[src/design/egcd_pkg.sv]
// Shared widths and types for the extended GCD unit
`timescale 1ns / 1ps
package egcd_pkg;
  localparam int OperandWidth = 32;
  localparam int CoeffWidth   = OperandWidth + 1;
  localparam int CntWidth     = $clog2(OperandWidth + 1);
  typedef logic [OperandWidth-1:0] opnd_t;
  typedef logic signed [CoeffWidth-1:0] coef_t;
  typedef logic [CntWidth-1:0] cnt_t;
endpackage

[src/design/extended_gcd_unit_core.sv]
// Top level of the extended GCD unit: bit-serial division and coefficient update
`timescale 1ns / 1ps
// Extended Euclidean unit.
// Pulse start with in_operand_a / in_operand_b while busy is low; that beat
// is taken. The unit then runs Euclid steps r0,r1 -> r1, r0 mod r1 with the
// Bezout coefficients s and t. Each step is a restoring division that
// produces one quotient bit per cycle, then a coefficient pass that
// multiplies the quotient into s1 and t1 by shift-and-add, one quotient
// bit per cycle, and a retire state that updates r, s and t. The number
// of steps is data dependent, up to about 47 for 32-bit operands.
// The result beat sits on out_gcd_value, out_coeff_x, out_coeff_y for one
// cycle, marked by out_valid; the receiver cannot stall it. busy stays high
// from the accepted beat until the result cycle has ended.
// Reset (rst_n low, synchronous) drops any item in flight and returns to idle.
module extended_gcd_unit_core (
  input  logic                 clk,
  input  logic                 rst_n,
  input  logic                 start,
  output logic                 busy,
  input  egcd_pkg::opnd_t      in_operand_a,
  input  egcd_pkg::opnd_t      in_operand_b,
  output logic                 out_valid,
  output egcd_pkg::opnd_t      out_gcd_value,
  output egcd_pkg::coef_t      out_coeff_x,
  output egcd_pkg::coef_t      out_coeff_y
);
  import egcd_pkg::*;

  typedef enum logic [2:0] {S_IDLE, S_CHECK, S_DIV, S_MUL, S_STEP} state_t;

  state_t state_r;
  opnd_t  r0_r, r1_r;
  coef_t  s0_r, s1_r, t0_r, t1_r;
  // division: quotient shifts in from the bottom of q_r while remainder grows
  opnd_t  q_r;
  logic [OperandWidth:0] rem_r;
  cnt_t   cnt_r;
  // coefficient products accumulate q*s1 and q*t1
  coef_t  ps_r, pt_r, ms_r, mt_r;
  logic   out_valid_r;
  opnd_t  gcd_r;
  coef_t  x_r, y_r;

  logic [OperandWidth:0] rem_sh;
  logic                  rem_ge;

  assign rem_sh = {rem_r[OperandWidth-1:0], r0_r[OperandWidth-1]};
  assign rem_ge = rem_sh >= {1'b0, r1_r};

  always_ff @(posedge clk) begin
    if (!rst_n) begin
      state_r     <= S_IDLE;
      out_valid_r <= 1'b0;
    end else begin
      out_valid_r <= 1'b0;
      unique case (state_r)
        S_IDLE: begin
          // hold off a new beat during the result cycle, where busy is still high
          if (start && !out_valid_r) begin
            r0_r    <= in_operand_a;
            r1_r    <= in_operand_b;
            s0_r    <= coef_t'(1);
            s1_r    <= '0;
            t0_r    <= '0;
            t1_r    <= coef_t'(1);
            state_r <= S_CHECK;
          end
        end
        S_CHECK: begin
          if (r1_r == '0) begin
            gcd_r       <= r0_r;
            x_r         <= s0_r;
            y_r         <= t0_r;
            out_valid_r <= 1'b1;
            state_r     <= S_IDLE;
          end else begin
            rem_r   <= '0;
            q_r     <= '0;
            cnt_r   <= '0;
            state_r <= S_DIV;
          end
        end
        S_DIV: begin
          // hold dividend bits in r0_r, rotating them out of the top
          r0_r <= {r0_r[OperandWidth-2:0], r0_r[OperandWidth-1]};
          rem_r <= rem_ge ? (rem_sh - {1'b0, r1_r}) : rem_sh;
          q_r   <= {q_r[OperandWidth-2:0], rem_ge};
          if (cnt_r == cnt_t'(OperandWidth - 1)) begin
            cnt_r   <= '0;
            ps_r    <= '0;
            pt_r    <= '0;
            ms_r    <= s1_r;
            mt_r    <= t1_r;
            state_r <= S_MUL;
          end else begin
            cnt_r <= cnt_r + cnt_t'(1);
          end
        end
        S_MUL: begin
          // advance: consume the low quotient bit, double the multiplicands
          if (q_r[0]) begin
            ps_r <= ps_r + ms_r;
            pt_r <= pt_r + mt_r;
          end
          ms_r <= ms_r <<< 1;
          mt_r <= mt_r <<< 1;
          q_r  <= q_r >> 1;
          if (cnt_r == cnt_t'(OperandWidth - 1)) begin
            state_r <= S_STEP;
          end else begin
            cnt_r <= cnt_r + cnt_t'(1);
          end
        end
        S_STEP: begin
          r0_r    <= r1_r;
          r1_r    <= rem_r[OperandWidth-1:0];
          s0_r    <= s1_r;
          s1_r    <= s0_r - ps_r;
          t0_r    <= t1_r;
          t1_r    <= t0_r - pt_r;
          state_r <= S_CHECK;
        end
        default: state_r <= S_IDLE;
      endcase
    end
  end

  assign busy          = (state_r != S_IDLE) || out_valid_r;
  assign out_valid     = out_valid_r;
  assign out_gcd_value = gcd_r;
  assign out_coeff_x   = x_r;
  assign out_coeff_y   = y_r;
endmodule

[config.mk]
export PLATFORM = sky130hd
export DESIGN_NAME = extended_gcd_unit_core
export DESIGN_NICKNAME = d
export VERILOG_FILES = /design/src/design/egcd_pkg.sv /design/src/design/extended_gcd_unit_core.sv
export SDC_FILE = /design/constraint.sdc
export NUM_CORES = 1
export LEC_CHECK = 0
export BUFFER_PORTS_ARGS = -buffer_cell sky130_fd_sc_hd__buf_2
export CORE_MARGIN = 5
export CORE_UTILIZATION = 58
export DETAILED_ROUTE_END_ITERATION = 12
export GPL_TIMING_DRIVEN = 0
export PLACE_DENSITY = 0.85
export RECOVER_POWER = 50
export SYNTH_ARGS = -nofsm -noshare
export SYNTH_HDL_FRONTEND = slang
export SYNTH_SLANG_ARGS = --single-unit
[constraint.sdc]
create_clock -name clk -period 20.5 [get_ports clk]
set_input_delay 4.1 -clock clk [delete_from_list [all_inputs] [get_ports clk]]
set_output_delay 4.1 -clock clk [all_outputs]
set_load 0.02 [all_outputs]
==> flow_summary.yaml <==
pwr:
  p_sw_share_pct: 24.60
  p_int_mw: 1.793
  seqPwrFrac_pct: 49.6
  p_total_mw: 2.378
  clkPwrFrac_pct: 40.8
  power_density_mw_per_mm2: 76.33
  power.leakage_nw: 12.87
  p_switching_mw: 0.5849
  worst_ir_drop_vdd_mv: 0.09205
  combPwrFrac_pct: 9.6
placement:
  hpwl_um: 53380
  dpl_worst_slack_ps: 13900
  placed_area_mm2: 0.02959
  post-place-cells: 3386
  port_buffers: 166
  place_congestion: 0.9647
clocking:
  cts_root_buf: "clkbuf_16"
  cts_tree: "done"
  htreeDepth: 2
  path_clk_slew_ps: 70
  post_cts_buffers: 0
  clk_latency_ps: 610
  cts_resized: 0
  cts_num_sinks: 500
  cts_hold_buf: 0
  clock_path_buffers: 3
  cts_made_buffers: 52
setup_path:
  cp-start-kind: "flip-flop"
  endpoint_kind: "primary output"
  arrival_ps: 3360
  crit_chain: "clkbuf_1 > nor2_1 > clkbuf_1 > nand2_1 > buf_2"
  cp_slowest_stage_delay_ps: 1230
  slowest_stage: "nor2_1"
  cp_max_fo: 10
  crit_required_ps: 16400
  cp_common_cell: "clkbuf_1"
  crit_type: "flip-flop to primary output"
routing:
  first_pass_iters: 5
  ant_nets: 0
  drt_iter0_markers: 2302
  vias: 21340
  wl_um: 73090
  wl_per_cell_um: 20.99
  via_per_inst: 6.128
  drcViolationCount: 0
timing:
  rsz0062_at_grt: "no"
  setup_ws_ps: 13040
  tns_ps: 0
  worst_hold_slack_ps: 451.1
  setup_viol: 0
  clock.fmax_mhz: 134.1
  worst_pin_slew_ps: 2557
  slew_viol_final: 94
  maxSlewHeadroom_pct: -71.11
  final_min_period_over_clock_period_pct: 36.38
  period_needed_ps: 7457
  timing.final.hold_violations: 0
  final.setup_skew_ps: 16.84
logic_synthesis:
  synth_mux_area_share_pct: 2.046
  synth_compound_area_share_pct: 12.52
  netlist.area_leader.share_pct: 54.12
  yosys_warnings: 0
  syn_nets: 2813
  synth-edff-count: 496
  synth_top_family_by_area: "simple AND/OR/NAND/NOR gates"
  synthCells: 2580
  synthArstFlopShare_pct: 0
  synth_most_common_cell: "edfxtp_1"
  yosys.area_share.adder_pct: 7.684
  syn_avg_cell_area_um2: 10.67
  syn_area_mm2: 0.02752
  synthTopCellsByArea: "edfxtp_1 54%, ha_1 7.3%, nand2_1 5.8%, nor2_1 3.2%, a21oi_1 2.6%"
  yosysSeqAreaShare_pct: 54.41
  synthTopCellsByCount: "496 x edfxtp_1, 424 x nand2_1, 238 x nor2_1"
  synth-xor-area-share_pct: 4.010
  yosysTopAreaCell: "edfxtp_1"
  synth-simple-area-share_pct: 16.05
  synth-seq-cells: 500
  synth_ff_type: "edfxtp_1"
  synthDistinctLibCells: 71
die:
  die_y_um: 227.8
  ios: 167
  start_util_pct: 58.86
  core_mm2: 0.04675
  die_x_um: 227.8
  dieArea_mm2: 0.05190
  rows: 79
global_route:
  grt_overflow: 0
  grt_pass1_vias: 21470
  grt_antenna_before_repair: 0
  grt_pass1_wl_um: 114300
  grt_max_degree: 34
  grt_usage_pct: 26.93
finish:
  finalInstanceArea_mm2: 0.03115
  drive_above_1_share_pct: 9.979
  syn_to_final_growth_pct: 13.20
  stdcell_count: 3483
  fin_util_pct: 66.63
  nNetsFinal: 3066
  fill_cells: 3387
  diodes: 0
run_status:
  outcome: "finished, violations left"
  violations: "capacitance limit, slew limit"
run:
  drv_cap: 7
hold_path:
  hold_class: "flip-flop to flip-flop"
logic make-up after synthesis:
| kind of cell | Yosys count |
|---|---|
| multiplexers | 56 |
| buffers and inverters | 231 |
| AND/OR/NAND/NOR | 978 |
| XOR/XNOR | 126 |
| AO/OA/AOI/OAI | 523 |
| flip-flops | 500 |
| adder cells (fa/ha/maj) | 166 |
final cells by class:
cell class                 count  area (um2)  area share [%]
multi-input combinational   1849       11590           37.21
sequential                   500       14970           48.07
timing repair buffer         199        1234           3.960
inverter                     136       510.5           1.639
tap                          607       759.5           2.438
clock buffer                  59        1349           4.330
buffer                        95       366.6           1.177
clock inverter                38       366.6           1.177
state kept, by name, summed over array words and instances, names as in the netlist, 3 cells and up:
register,cells
cnt_r,6
s0_r,33
q_r,32
r1_r,32
t0_r,33
t1_r,33
out_gcd_value,32
state_r,3
ps_r,33
rem_r,32
out_coeff_x,33
r0_r,32
ms_r,33
s1_r,33
pt_r,33
mt_r,33
out_coeff_y,33
routing by layer:
layer | vias up | GRT usage, % | part of all wire, % | wire, um
met4 | 0 | 12.10 | 4.8 | 3498
li1 | 9856 | - | - | -
met2 | 1015 | 44.99 | 48 | 34740
met1 | 10250 | 35.36 | 40 | 29180
met3 | 226 | 3.839 | 7.8 | 5682
met5 | - | 0 | 0 | 0
power groups by stage:
| stage | Sequential, mW | Combinational [mW] | Clock [mW] |
|---|---|---|---|
| floorplan | 1.20 | 0.160 | 0 |
| global placement | 1.21 | 0.209 | 0 |
| detailed placement | 1.20 | 0.226 | 0 |
| CTS | 1.18 | 0.228 | 0.976 |
| global route | 1.18 | 0.249 | 1.02 |
| finish | 1.18 | 0.228 | 0.971 |
worst max-delay path: cells and delay by family, from the launching register on:
family        cells  cell delay (ps)
buf+inv           3              980
simple gates      2             1460
flops             1              300
final timing paths:
check                                       to  cells after the start  slack (ps)       start
worst max-delay path                      busy                      5       13040  state_r[1]
worst min-delay path            out_coeff_x[0]                      0         450     s0_r[0]
worst max register to register        t1_r[15]                      8       14980  state_r[1]
worst min register to register  out_coeff_x[0]                      0         450     s0_r[0]
placed cells by master (no fill, tap or decap), types with 13 or more instances in the layout:
cell type    n
nand2_1    424
clkbuf_1   107
clkbuf_16   53
o31ai_1     13
a21oi_1    145
o21bai_1    24
and3_1      84
edfxtp_1   496
o21ai_0     93
buf_4       14
ha_1       161
a22oi_1     33
a21o_1      76
xnor2_1     69
nand3_1     39
nand2b_1    32
nand4_1     21
nor2_1     237
buf_2      160
o211ai_1    13
nor4_1      14
o21a_1      19
mux2i_1     54
inv_1      136
nor2b_1     25
nor3_1      38
xor2_1      57
a211oi_1    31
Power figures use the tool's default switching activity.
